$ cat config.mk
export PLATFORM = sky130hd
export DESIGN_NAME = center_pad_crop_image
export DESIGN_NICKNAME = d
export VERILOG_FILES = /design/src/rtl/cpc_pkg.sv /design/src/rtl/cpc_cfg.sv /design/src/rtl/cpc_front.sv /design/src/rtl/cpc_queue.sv /design/src/rtl/cpc_back.sv /design/src/rtl/center_pad_crop_image.sv
export SDC_FILE = /design/constraint.sdc
export NUM_CORES = 2
export LEC_CHECK = 0
export ABC_AREA = 1
export ABC_CLOCK_PERIOD_IN_PS = 5900
export BUFFER_PORTS_ARGS = -buffer_cell sky130_fd_sc_hd__buf_2
export CORE_ASPECT_RATIO = 1.2
export CORE_MARGIN = 5
export CORE_UTILIZATION = 58
export DETAILED_ROUTE_END_ITERATION = 6
export HOLD_SLACK_MARGIN = 0.1
export PLACE_DENSITY = 0.84
export REMOVE_ABC_BUFFERS = 1
export SETUP_SLACK_MARGIN = 0.2
export SYNTH_ARGS = -nofsm -noshare
export SYNTH_HDL_FRONTEND = slang
export SYNTH_HIERARCHICAL = 1
export SYNTH_SLANG_ARGS = --single-unit
$ cat constraint.sdc
create_clock -name aclk -period 5.9 [get_ports aclk]
set_input_delay 0.295 -clock aclk [delete_from_list [all_inputs] [get_ports aclk]]
set_output_delay 0.295 -clock aclk [all_outputs]
set_load 0.1 [all_outputs]
$ cat src/rtl/cpc_pkg.sv
`timescale 1ns / 1ps
// ----------------------------------------------------------------------------
// cpc_pkg: shared types and constants for the center pad/crop block
// Field structs for both channels, config and derived geometry, queue entry.
// ----------------------------------------------------------------------------
package cpc_pkg;

    localparam int MAX_WIDTH   = 4096;
    localparam int MAX_HEIGHT  = 4096;
    localparam int SIZE_W      = 13;   // size register width
    localparam int COORD_W     = 12;   // source column/row counters
    localparam int POS_W       = 14;   // signed mapped position
    localparam int IDX_W       = 25;   // output raster index / run length
    localparam int COLOR_W     = 8;
    localparam int CFG_ADDR_W  = 3;
    localparam int QUEUE_DEPTH = 4;
    localparam int Q_PTR_W     = 2;
    localparam int Q_CNT_W     = 3;

    // register indexes on the config port
    typedef enum logic [CFG_ADDR_W-1:0] {
        REG_TARGET_WIDTH  = 3'd0,
        REG_TARGET_HEIGHT = 3'd1,
        REG_SOURCE_WIDTH  = 3'd2,
        REG_SOURCE_HEIGHT = 3'd3,
        REG_BG_RED        = 3'd4,
        REG_BG_GREEN      = 3'd5,
        REG_BG_BLUE       = 3'd6
    } cfg_reg_t;

    // result kinds
    localparam logic KIND_PIXEL = 1'b0;
    localparam logic KIND_RUN   = 1'b1;

    typedef struct packed {
        logic [COLOR_W-1:0] pixel_red;
        logic [COLOR_W-1:0] pixel_green;
        logic [COLOR_W-1:0] pixel_blue;
    } pixel_t;

    typedef struct packed {
        logic               item_kind;
        logic [IDX_W-1:0]   run_length;
        logic [COLOR_W-1:0] out_red;
        logic [COLOR_W-1:0] out_green;
        logic [COLOR_W-1:0] out_blue;
        logic               frame_end;
    } result_t;

    // sizes are held already clamped to 1..MAX
    typedef struct packed {
        logic [SIZE_W-1:0]  target_width;
        logic [SIZE_W-1:0]  target_height;
        logic [SIZE_W-1:0]  source_width;
        logic [SIZE_W-1:0]  source_height;
        logic [COLOR_W-1:0] bg_red;
        logic [COLOR_W-1:0] bg_green;
        logic [COLOR_W-1:0] bg_blue;
    } cfg_t;

    typedef struct packed {
        logic signed [POS_W-1:0] start_x;
        logic signed [POS_W-1:0] start_y;
        logic [SIZE_W-1:0]       end_x;
        logic [SIZE_W-1:0]       end_y;
        logic [IDX_W-1:0]        total;
        logic [IDX_W-1:0]        total_m1;
    } geom_t;

    // one queued command: up to three results for one source pixel
    typedef struct packed {
        logic               gap_en;
        logic               pix_en;
        logic               tail_en;
        logic [IDX_W-1:0]   gap_len;
        logic [IDX_W-1:0]   tail_len;
        pixel_t             pixel;
        logic               pix_fe;
    } cmd_t;

endpackage

$ cat src/rtl/cpc_cfg.sv
`timescale 1ns / 1ps
// ----------------------------------------------------------------------------
// cpc_cfg: configuration registers and derived frame geometry
// Sizes are clamped on write; offsets, limits and pixel total are registered.
// ----------------------------------------------------------------------------
module cpc_cfg (
    input  logic                          aclk,
    input  logic                          aresetn,
    input  logic                          cfg_wr_en,
    input  logic [cpc_pkg::CFG_ADDR_W-1:0] cfg_addr,
    input  logic [cpc_pkg::SIZE_W-1:0]    cfg_wdata,
    output cpc_pkg::cfg_t                 cfg,
    output cpc_pkg::geom_t                geom
);
    import cpc_pkg::*;

    cfg_t  cfg_reg, cfg_next;
    geom_t geom_reg, geom_next;

    logic [SIZE_W-1:0] w_clamp, h_clamp;
    logic signed [POS_W-1:0] dx, dy;
    logic [SIZE_W:0] sum_x, sum_y;

    // clamp a written size to 1..MAX
    always_comb begin
        if (cfg_wdata == '0) begin
            w_clamp = SIZE_W'(1);
        end else if (cfg_wdata > SIZE_W'(MAX_WIDTH)) begin
            w_clamp = SIZE_W'(MAX_WIDTH);
        end else begin
            w_clamp = cfg_wdata;
        end
        if (cfg_wdata == '0) begin
            h_clamp = SIZE_W'(1);
        end else if (cfg_wdata > SIZE_W'(MAX_HEIGHT)) begin
            h_clamp = SIZE_W'(MAX_HEIGHT);
        end else begin
            h_clamp = cfg_wdata;
        end
    end

    // register write decode
    always_comb begin
        cfg_next = cfg_reg;
        if (cfg_wr_en) begin
            unique case (cfg_addr)
                REG_TARGET_WIDTH:  cfg_next.target_width  = w_clamp;
                REG_TARGET_HEIGHT: cfg_next.target_height = h_clamp;
                REG_SOURCE_WIDTH:  cfg_next.source_width  = w_clamp;
                REG_SOURCE_HEIGHT: cfg_next.source_height = h_clamp;
                REG_BG_RED:        cfg_next.bg_red   = cfg_wdata[COLOR_W-1:0];
                REG_BG_GREEN:      cfg_next.bg_green = cfg_wdata[COLOR_W-1:0];
                REG_BG_BLUE:       cfg_next.bg_blue  = cfg_wdata[COLOR_W-1:0];
                default:           cfg_next = cfg_reg;
            endcase
        end
    end

    // start = (T-S)/2 toward zero, end = (T+S)/2, total = Tw*Th
    always_comb begin
        dx = $signed({1'b0, cfg_reg.target_width}) - $signed({1'b0, cfg_reg.source_width});
        dy = $signed({1'b0, cfg_reg.target_height}) - $signed({1'b0, cfg_reg.source_height});
        sum_x = {1'b0, cfg_reg.target_width} + {1'b0, cfg_reg.source_width};
        sum_y = {1'b0, cfg_reg.target_height} + {1'b0, cfg_reg.source_height};
        geom_next.start_x  = (dx + $signed({{(POS_W-1){1'b0}}, dx[POS_W-1]})) >>> 1;
        geom_next.start_y  = (dy + $signed({{(POS_W-1){1'b0}}, dy[POS_W-1]})) >>> 1;
        geom_next.end_x    = sum_x[SIZE_W:1];
        geom_next.end_y    = sum_y[SIZE_W:1];
        geom_next.total    = IDX_W'(cfg_reg.target_width) * IDX_W'(cfg_reg.target_height);
        geom_next.total_m1 = geom_next.total - IDX_W'(1);
    end

    always_ff @(posedge aclk) begin
        if (!aresetn) begin
            cfg_reg.target_width  <= SIZE_W'(1);
            cfg_reg.target_height <= SIZE_W'(1);
            cfg_reg.source_width  <= SIZE_W'(1);
            cfg_reg.source_height <= SIZE_W'(1);
            cfg_reg.bg_red        <= '0;
            cfg_reg.bg_green      <= '0;
            cfg_reg.bg_blue       <= '0;
        end else begin
            cfg_reg <= cfg_next;
        end
    end

    always_ff @(posedge aclk) begin
        geom_reg <= geom_next;
    end

    assign cfg  = cfg_reg;
    assign geom = geom_reg;

endmodule

$ cat src/rtl/cpc_front.sv
`timescale 1ns / 1ps
// ----------------------------------------------------------------------------
// cpc_front: source position tracking and pixel classification
// Four register stages map each source pixel to an output index and turn it
// into a command of gap run, image pixel and tail run for the back end.
// ----------------------------------------------------------------------------
module cpc_front (
    input  logic           aclk,
    input  logic           aresetn,
    input  cpc_pkg::cfg_t  cfg,
    input  cpc_pkg::geom_t geom,
    input  logic           s_valid,
    output logic           s_ready,
    input  cpc_pkg::pixel_t s_data,
    input  logic           q_full,
    output logic           q_push,
    output cpc_pkg::cmd_t  q_cmd
);
    import cpc_pkg::*;

    logic adv;
    logic accept;

    // source position counters
    logic [COORD_W-1:0] col_reg, col_next, row_reg, row_next;
    logic last_col, last_row;

    // stage 1: position and pixel
    logic               v1_reg;
    logic [COORD_W-1:0] c1_reg, r1_reg;
    pixel_t             p1_reg;
    logic               last1_reg;

    // stage 2: keep decision and row product
    logic               v2_reg, keep2_reg, last2_reg;
    logic [COORD_W-1:0] x2_reg;
    logic [IDX_W-1:0]   prod2_reg;
    pixel_t             p2_reg;
    logic signed [POS_W-1:0] x_pos, y_pos;
    logic keep_c;

    // stage 3: output index
    logic               v3_reg, keep3_reg, last3_reg;
    logic [IDX_W-1:0]   idx3_reg;
    pixel_t             p3_reg;

    // stage 4: index-only results
    logic               v4_reg, keep4_reg, last4_reg, fe4_reg, tailk_en4_reg;
    logic [IDX_W-1:0]   idx4_reg, idx_p1_4_reg, tailk_len4_reg;
    pixel_t             p4_reg;

    // next output index
    logic [IDX_W-1:0]   noi_reg, noi_next;
    cmd_t               cmd_c;

    // whole pipeline moves together while the queue has room
    assign adv     = !q_full;
    assign s_ready = adv;
    assign accept  = s_valid && adv;

    // raster counters, compared against the clamped source size
    always_comb begin
        last_col = ({1'b0, col_reg} + SIZE_W'(1)) >= cfg.source_width;
        last_row = ({1'b0, row_reg} + SIZE_W'(1)) >= cfg.source_height;
        col_next = col_reg;
        row_next = row_reg;
        if (accept) begin
            if (last_col) begin
                col_next = '0;
                row_next = last_row ? '0 : row_reg + COORD_W'(1);
            end else begin
                col_next = col_reg + COORD_W'(1);
            end
        end
    end

    // mapped position and window test
    always_comb begin
        x_pos = $signed({2'b00, c1_reg}) + geom.start_x;
        y_pos = $signed({2'b00, r1_reg}) + geom.start_y;
        keep_c = (x_pos >= 0) && (x_pos < $signed({1'b0, cfg.target_width}))
              && (x_pos < $signed({1'b0, geom.end_x}))
              && (y_pos >= 0) && (y_pos < $signed({1'b0, cfg.target_height}))
              && (y_pos < $signed({1'b0, geom.end_y}));
    end

    // command build against the running output index
    always_comb begin
        cmd_c.gap_en   = 1'b0;
        cmd_c.gap_len  = idx4_reg - noi_reg;
        cmd_c.pix_en   = keep4_reg;
        cmd_c.pixel    = p4_reg;
        cmd_c.pix_fe   = fe4_reg;
        cmd_c.tail_en  = 1'b0;
        cmd_c.tail_len = tailk_len4_reg;
        noi_next       = noi_reg;
        if (keep4_reg) begin
            cmd_c.gap_en  = idx4_reg > noi_reg;
            cmd_c.tail_en = last4_reg && tailk_en4_reg;
            noi_next      = idx_p1_4_reg;
        end else begin
            cmd_c.tail_en  = last4_reg && (geom.total > noi_reg);
            cmd_c.tail_len = geom.total - noi_reg;
        end
        if (last4_reg) begin
            noi_next = '0;
        end
    end

    assign q_push = adv && v4_reg && (cmd_c.gap_en || cmd_c.pix_en || cmd_c.tail_en);
    assign q_cmd  = cmd_c;

    // control state
    always_ff @(posedge aclk) begin
        if (!aresetn) begin
            col_reg <= '0;
            row_reg <= '0;
            noi_reg <= '0;
            v1_reg  <= 1'b0;
            v2_reg  <= 1'b0;
            v3_reg  <= 1'b0;
            v4_reg  <= 1'b0;
        end else begin
            col_reg <= col_next;
            row_reg <= row_next;
            if (adv) begin
                v1_reg <= accept;
                v2_reg <= v1_reg;
                v3_reg <= v2_reg;
                v4_reg <= v3_reg;
                if (v4_reg) begin
                    noi_reg <= noi_next;
                end
            end
        end
    end

    // pipeline payload
    always_ff @(posedge aclk) begin
        if (adv) begin
            c1_reg    <= col_reg;
            r1_reg    <= row_reg;
            p1_reg    <= s_data;
            last1_reg <= last_col && last_row;

            keep2_reg <= keep_c;
            last2_reg <= last1_reg;
            x2_reg    <= x_pos[COORD_W-1:0];
            prod2_reg <= IDX_W'(y_pos[COORD_W-1:0]) * IDX_W'(cfg.target_width);
            p2_reg    <= p1_reg;

            keep3_reg <= keep2_reg;
            last3_reg <= last2_reg;
            idx3_reg  <= prod2_reg + IDX_W'(x2_reg);
            p3_reg    <= p2_reg;

            keep4_reg      <= keep3_reg;
            last4_reg      <= last3_reg;
            idx4_reg       <= idx3_reg;
            idx_p1_4_reg   <= idx3_reg + IDX_W'(1);
            fe4_reg        <= idx3_reg == geom.total_m1;
            tailk_en4_reg  <= idx3_reg < geom.total_m1;
            tailk_len4_reg <= geom.total_m1 - idx3_reg;
            p4_reg         <= p3_reg;
        end
    end

endmodule

$ cat src/rtl/cpc_queue.sv
`timescale 1ns / 1ps
// ----------------------------------------------------------------------------
// cpc_queue: short command queue between front and back ends
// Four entries, first-word fall-through read.
// ----------------------------------------------------------------------------
module cpc_queue (
    input  logic          aclk,
    input  logic          aresetn,
    input  logic          push,
    input  cpc_pkg::cmd_t push_cmd,
    input  logic          pop,
    output logic          q_valid,
    output logic          q_full,
    output cpc_pkg::cmd_t q_cmd
);
    import cpc_pkg::*;

    cmd_t               mem [QUEUE_DEPTH];
    logic [Q_PTR_W-1:0] wr_ptr_reg, rd_ptr_reg;
    logic [Q_CNT_W-1:0] count_reg, count_next;
    logic               do_pop;

    assign do_pop  = pop && (count_reg != '0);
    assign q_valid = count_reg != '0;
    assign q_full  = count_reg == Q_CNT_W'(QUEUE_DEPTH);
    assign q_cmd   = mem[rd_ptr_reg];

    always_comb begin
        count_next = count_reg;
        if (push && !do_pop) begin
            count_next = count_reg + Q_CNT_W'(1);
        end else if (!push && do_pop) begin
            count_next = count_reg - Q_CNT_W'(1);
        end
    end

    always_ff @(posedge aclk) begin
        if (!aresetn) begin
            wr_ptr_reg <= '0;
            rd_ptr_reg <= '0;
            count_reg  <= '0;
        end else begin
            count_reg <= count_next;
            if (push) begin
                wr_ptr_reg <= wr_ptr_reg + Q_PTR_W'(1);
            end
            if (do_pop) begin
                rd_ptr_reg <= rd_ptr_reg + Q_PTR_W'(1);
            end
        end
    end

    always_ff @(posedge aclk) begin
        if (push) begin
            mem[wr_ptr_reg] <= push_cmd;
        end
    end

endmodule

$ cat src/rtl/cpc_back.sv
`timescale 1ns / 1ps
// ----------------------------------------------------------------------------
// cpc_back: command expansion into result items
// Emits gap run, image pixel and tail run in that order, one per cycle
// while the output is not stalled, through a registered output stage.
// ----------------------------------------------------------------------------
module cpc_back (
    input  logic            aclk,
    input  logic            aresetn,
    input  cpc_pkg::cfg_t   cfg,
    input  logic            q_valid,
    input  cpc_pkg::cmd_t   q_cmd,
    output logic            q_pop,
    output logic            m_valid,
    input  logic            m_ready,
    output cpc_pkg::result_t m_data
);
    import cpc_pkg::*;

    cmd_t     cur_reg;
    logic [2:0] pend_reg, pend_next, sel, pend_after;  // {tail, pix, gap}
    logic     slot_free, emit;
    logic     m_valid_reg, m_valid_next;
    result_t  m_data_reg, m_data_next;

    // lowest pending result goes first
    always_comb begin
        sel = pend_reg & (~pend_reg + 3'd1);
        slot_free = !m_valid_reg || m_ready;
        emit = slot_free && (pend_reg != 3'b000);
        pend_after = emit ? (pend_reg & ~sel) : pend_reg;
        q_pop = q_valid && (pend_after == 3'b000);
        pend_next = q_pop ? {q_cmd.tail_en, q_cmd.pix_en, q_cmd.gap_en} : pend_after;
    end

    // result mux
    always_comb begin
        m_data_next.item_kind  = KIND_RUN;
        m_data_next.run_length = cur_reg.gap_len;
        m_data_next.out_red    = cfg.bg_red;
        m_data_next.out_green  = cfg.bg_green;
        m_data_next.out_blue   = cfg.bg_blue;
        m_data_next.frame_end  = 1'b0;
        if (sel[1]) begin
            m_data_next.item_kind  = KIND_PIXEL;
            m_data_next.run_length = IDX_W'(1);
            m_data_next.out_red    = cur_reg.pixel.pixel_red;
            m_data_next.out_green  = cur_reg.pixel.pixel_green;
            m_data_next.out_blue   = cur_reg.pixel.pixel_blue;
            m_data_next.frame_end  = cur_reg.pix_fe;
        end else if (sel[2]) begin
            m_data_next.run_length = cur_reg.tail_len;
            m_data_next.frame_end  = 1'b1;
        end
        if (emit) begin
            m_valid_next = 1'b1;
        end else if (m_ready) begin
            m_valid_next = 1'b0;
        end else begin
            m_valid_next = m_valid_reg;
        end
    end

    always_ff @(posedge aclk) begin
        if (!aresetn) begin
            pend_reg    <= 3'b000;
            m_valid_reg <= 1'b0;
        end else begin
            pend_reg    <= pend_next;
            m_valid_reg <= m_valid_next;
        end
    end

    always_ff @(posedge aclk) begin
        if (q_pop) begin
            cur_reg <= q_cmd;
        end
        if (emit) begin
            m_data_reg <= m_data_next;
        end
    end

    assign m_valid = m_valid_reg;
    assign m_data  = m_data_reg;

endmodule

$ cat src/rtl/center_pad_crop_image.sv
`timescale 1ns / 1ps
// ----------------------------------------------------------------------------
// center_pad_crop_image: centered pad/crop of an RGB raster stream
// Source pixels in, target frame out as image pixels and background runs.
// ----------------------------------------------------------------------------
// The block takes one source pixel per clock while the command queue has
// room and emits up to three results for it (gap run, image pixel, tail run
// at end of frame), one result per clock while the output is not stalled,
// from a registered output. A pixel that is cropped and is not the last of
// the frame makes no result. The pixel enters the first of four front
// stages (position, window test and row multiply, index add, index
// compares) when it is taken, and the three further front stages, the
// queue write, the expansion stage and the output register follow. A
// four-entry command queue sits between front and back end, so a stalled
// output does not stop the front until it fills.
// Config writes are taken at once into the size and color registers, with
// the derived geometry registered from those; write them only while no
// frame is in flight. No clearing pass follows reset.
// ----------------------------------------------------------------------------
module center_pad_crop_image (
    input  logic                           aclk,
    input  logic                           aresetn,
    input  logic                           cfg_wr_en,
    input  logic [cpc_pkg::CFG_ADDR_W-1:0] cfg_addr,
    input  logic [cpc_pkg::SIZE_W-1:0]     cfg_wdata,
    input  logic                           s_valid,
    output logic                           s_ready,
    input  cpc_pkg::pixel_t                s_data,
    output logic                           m_valid,
    input  logic                           m_ready,
    output cpc_pkg::result_t               m_data
);
    import cpc_pkg::*;

    cfg_t  cfg;
    geom_t geom;
    logic  q_full, q_push, q_pop, q_valid;
    cmd_t  push_cmd, q_cmd;

    cpc_cfg u_cfg (
        .aclk      (aclk),
        .aresetn   (aresetn),
        .cfg_wr_en (cfg_wr_en),
        .cfg_addr  (cfg_addr),
        .cfg_wdata (cfg_wdata),
        .cfg       (cfg),
        .geom      (geom)
    );

    cpc_front u_front (
        .aclk    (aclk),
        .aresetn (aresetn),
        .cfg     (cfg),
        .geom    (geom),
        .s_valid (s_valid),
        .s_ready (s_ready),
        .s_data  (s_data),
        .q_full  (q_full),
        .q_push  (q_push),
        .q_cmd   (push_cmd)
    );

    cpc_queue u_queue (
        .aclk     (aclk),
        .aresetn  (aresetn),
        .push     (q_push),
        .push_cmd (push_cmd),
        .pop      (q_pop),
        .q_valid  (q_valid),
        .q_full   (q_full),
        .q_cmd    (q_cmd)
    );

    cpc_back u_back (
        .aclk    (aclk),
        .aresetn (aresetn),
        .cfg     (cfg),
        .q_valid (q_valid),
        .q_cmd   (q_cmd),
        .q_pop   (q_pop),
        .m_valid (m_valid),
        .m_ready (m_ready),
        .m_data  (m_data)
    );

endmodule

==> flow_summary_export.csv <==
group,metric,value,unit
power,p_sw_share,38.04,%
global_route,grt_max_degree,120,
setup_path,cp-start-kind,"flop",
synthesis,synth_cells,5970,
floorplan,io_pins,98,
global_route,grt_pass1_vias,43409,
floorplan,die-area,102700,sq um
setup_path,cp.arrival,6.08,ns
finish,layout-drive-gt1-share,10.16,%
finish,seqCellArea,26070,sq um
power,p_seq_share,37.7,%
setup_path,crit_type,"reg2reg",
route,dr.pass1.iters,7,
timing,finalSetupViolations,0,
timing,min_period,5.667,ns
global_route,grt_usage,29.64,%
synthesis,synth_area_per_cell,9.359,sq um
synthesis,yosys_warnings,6,
placement,port_buffers,97,
timing,clock_skew,0.07961,ns
synthesis,async_flop_share,0,%
placement,dp_cells,7283,
power,p_leak,28.32,nW
power,p_sw,9.489,mW
placement,post-place-ws,-0.004454,ns
synthesis,yosysSeqAreaShare,46.58,%
route,drcViolationCount,1,
global_route,antenna_found_initial,2,
global_route,grt_first_pass_wirelength,238.9,mm
power,p_int,15.45,mW
finish,final_common_cell,"nand2_1",
finish,finalNonFillerCells,7519,
route,drt_iter0_drc,4338,
timing,period_share,96.06,%
outcome,violations,"design-rule violations",
floorplan,initial_core_util,58.56,%
timing,max_freq,176.4,MHz
cts,cts_tree,"done",
route,wl_per_cell,20.76,um
placement,finalWeightedCongestion,1.013,
setup_path,crit_required,6.31,ns
finish,syn_to_final_growth,12.08,%
floorplan,die_x,293.3,um
setup_path,path_max_fanout,7,
cts,numCtsBuffers,93,
power,power.density,398.3,nW/um^2
floorplan,coreArea,95420,sq um
cts,clock-root-buffer,"clkbuf_16",
floorplan,fp-row-count,124,
finish,layout.nets,6843,
route,vias,42957,
floorplan,die_h,350.0,um
timing,holdWs,0.1853,ns
finish,fill_cells,7137,
synthesis,synth-edff-count,704,
cts,cts_buffer_depth,3,
route,ant_nets,0,
cts,clk_pin_slew,0.06,ns
timing,worst_slack,0.2325,ns
power,combPwrFrac,38.1,%
synthesis,syn_area,55880,sq um
flow_run,drv_cap,0,
cts,clk_latency,0.71,ns
finish,multiInputGateArea,26090,sq um
min_path,hold_path_class,"in2reg",
power,pwr-share-clk,24.3,%
setup_path,crit_path_end_kind,"flop",
finish,fin_util,65.63,%
synthesis,ys_types,62,
cts,cts.sinks,948,
timing,final.setup.tns,0,ns
placement,dp_hpwl,111.9,mm
cts,h-tree-depth,3,
global_route,grt_overflow,0,
timing,tightest_slew,1.361,ns
route,vias_per_cell,5.713,
finish,mostFrequentLayoutCells,"nand2_1 (1,105), inv_1 (952), edfxtp_1 (704), nor2_1 (589), ha_1 (351)",
synthesis,ys_ff_latch,948,
power,ir_drop,0.3497,mV
timing,rsz0062_at_grt,"yes",
timing,slew_viol_final,0,
timing,slew_headroom,8.912,%
finish,largest_reg_flops,312,
timing,hold_violations,0,
outcome,status,"finished with violations",
route,drt_wl_total,156.1,mm
synthesis,ys.flop_type,"edfxtp_1",
path summary, 6_finish.rpt:
kind                               startpoint                              end  slack, ns  depth (start not counted)
setup / recovery  u_front/r1_reg[2]$_DFFE_PN_  u_front/prod2_reg[20]$_DFFE_PN_       0.23                         25
hold reg to reg   u_front/last3_reg$_DFFE_PN_      u_front/last4_reg$_DFFE_PN_       0.39                          0
setup reg to reg  u_front/r1_reg[2]$_DFFE_PN_  u_front/prod2_reg[20]$_DFFE_PN_       0.23                         25
hold / removal                        aresetn  u_front/col_reg[0]$_SDFFE_PN0P_       0.19                          3
cells in the mapped netlist, types with 7 or more instances:
master	n	area, sq um
inv_2	19	71.32
nand3_1	186	930.9
nand3_2	7	70.07
xnor2_1	56	490.5
edfxtp_1	704	21140
clkbuf_1	86	322.8
nand2_1	1134	4257
fa_1	241	4825
nand3b_1	11	82.58
o21ai_1	95	475.5
inv_1	966	3626
a21oi_1	309	1546
nor3_1	46	230.2
ha_1	379	4742
a31oi_1	13	81.33
xor2_1	149	1305
nor2_1	611	2293
or2_2	7	43.79
o22ai_1	78	488.0
o21a_1	8	60.06
buf_4	13	97.59
nand4_1	56	350.3
nor4_1	11	68.82
o21ai_0	299	1496
dfxtp_1	244	4885
a21oi_2	7	61.31
nand2_2	19	118.9
buf_2	30	150.1
nor2_2	17	106.4
buf_6	19	214.0
a21o_1	16	120.1
nor2_4	8	90.09
a211oi_1	38	285.3
o21bai_1	17	127.6
layout make-up:
type,instances,area share (%)
Multi-Input combinational cell,3876,41.65
Clock buffer,125,4.060
Inverter,989,5.990
Timing Repair Buffer,270,3.183
Tap cell,1260,2.517
Sequential cell,948,41.63
Antenna cell,2,0.007992
Clock inverter,49,0.9590
critical path: stages (launching register included):
cell      delay, ns
edfxtp_1       0.42
ha_4           0.27
a21oi_2        0.19
nand2_4        0.10
a21oi_4        0.16
o21ai_2        0.08
or2_1          0.26
nand2_4        0.09
buf_12         0.13
nor2_4         0.04
fa_1           0.55
inv_1          0.05
fa_1           0.48
inv_1          0.05
fa_1           0.45
fa_1           0.50
inv_1          0.05
fa_1           0.49
inv_2          0.05
ha_4           0.31
nand2_4        0.08
nor2_4         0.13
nand3_1        0.08
nand4_1        0.14
a21oi_1        0.10
xor2_1         0.16
cells by family (layout without fill, tap and decap cells):
kind of cell	count (synthesis)	after routing	synth area share, %
other cells	0	2	0
simple gates	2137	2137	15.86
fa+ha+maj	620	620	17.12
flops	948	948	46.58
buf+inv	1146	1433	8.128
xor+xnor	211	211	3.408
compound gates	908	908	8.908
power groups by stage:
stage / combinational, mW / clock (mW) / sequential (mW)
3_3_place_gp: 8.17 / 0 / 9.45
5_1_grt: 10.3 / 6.42 / 9.45
2_1_floorplan: 5.36 / 0 / 9.45
3_5_place_dp: 8.37 / 0 / 9.47
6_report: 9.49 / 6.06 / 9.39
4_1_cts: 8.71 / 6.09 / 9.36
per-layer routing:
layer | up-vias | routed length (um) | part of all wire [%] | global-route usage (%)
met5 | - | 13 | 0.0083 | 0
met4 | 2 | 11060 | 7.1 | 17.94
met3 | 540 | 10680 | 6.8 | 4.039
met2 | 2098 | 78230 | 50 | 51.96
met1 | 20419 | 56140 | 36 | 34.75
li1 | 19898 | - | - | -
timing repair:
| action | 4_1_cts | 5_1_grt |
|---|---|---|
| hold buffers | 38 | 0 |
| setup endpoints to repair | 15 | 23 |
| cloned | 0 | 0 |
| setup buffers | 8 | 14 |
| gates resized for setup | 39 | 168 |
| pin swaps | 15 | 50 |
| hold endpoints to repair | 71 | 0 |
stage by stage:
step	total power, mW	cell area, sq um
6_report	24.94	62630
5_1_grt	26.21	62620
4_1_cts	24.16	61830
3_5_place_dp	17.84	58010
3_3_place_gp	17.62	58010
2_1_floorplan	14.81	55050
No activity file was read; power rests on OpenSTA's default activity.
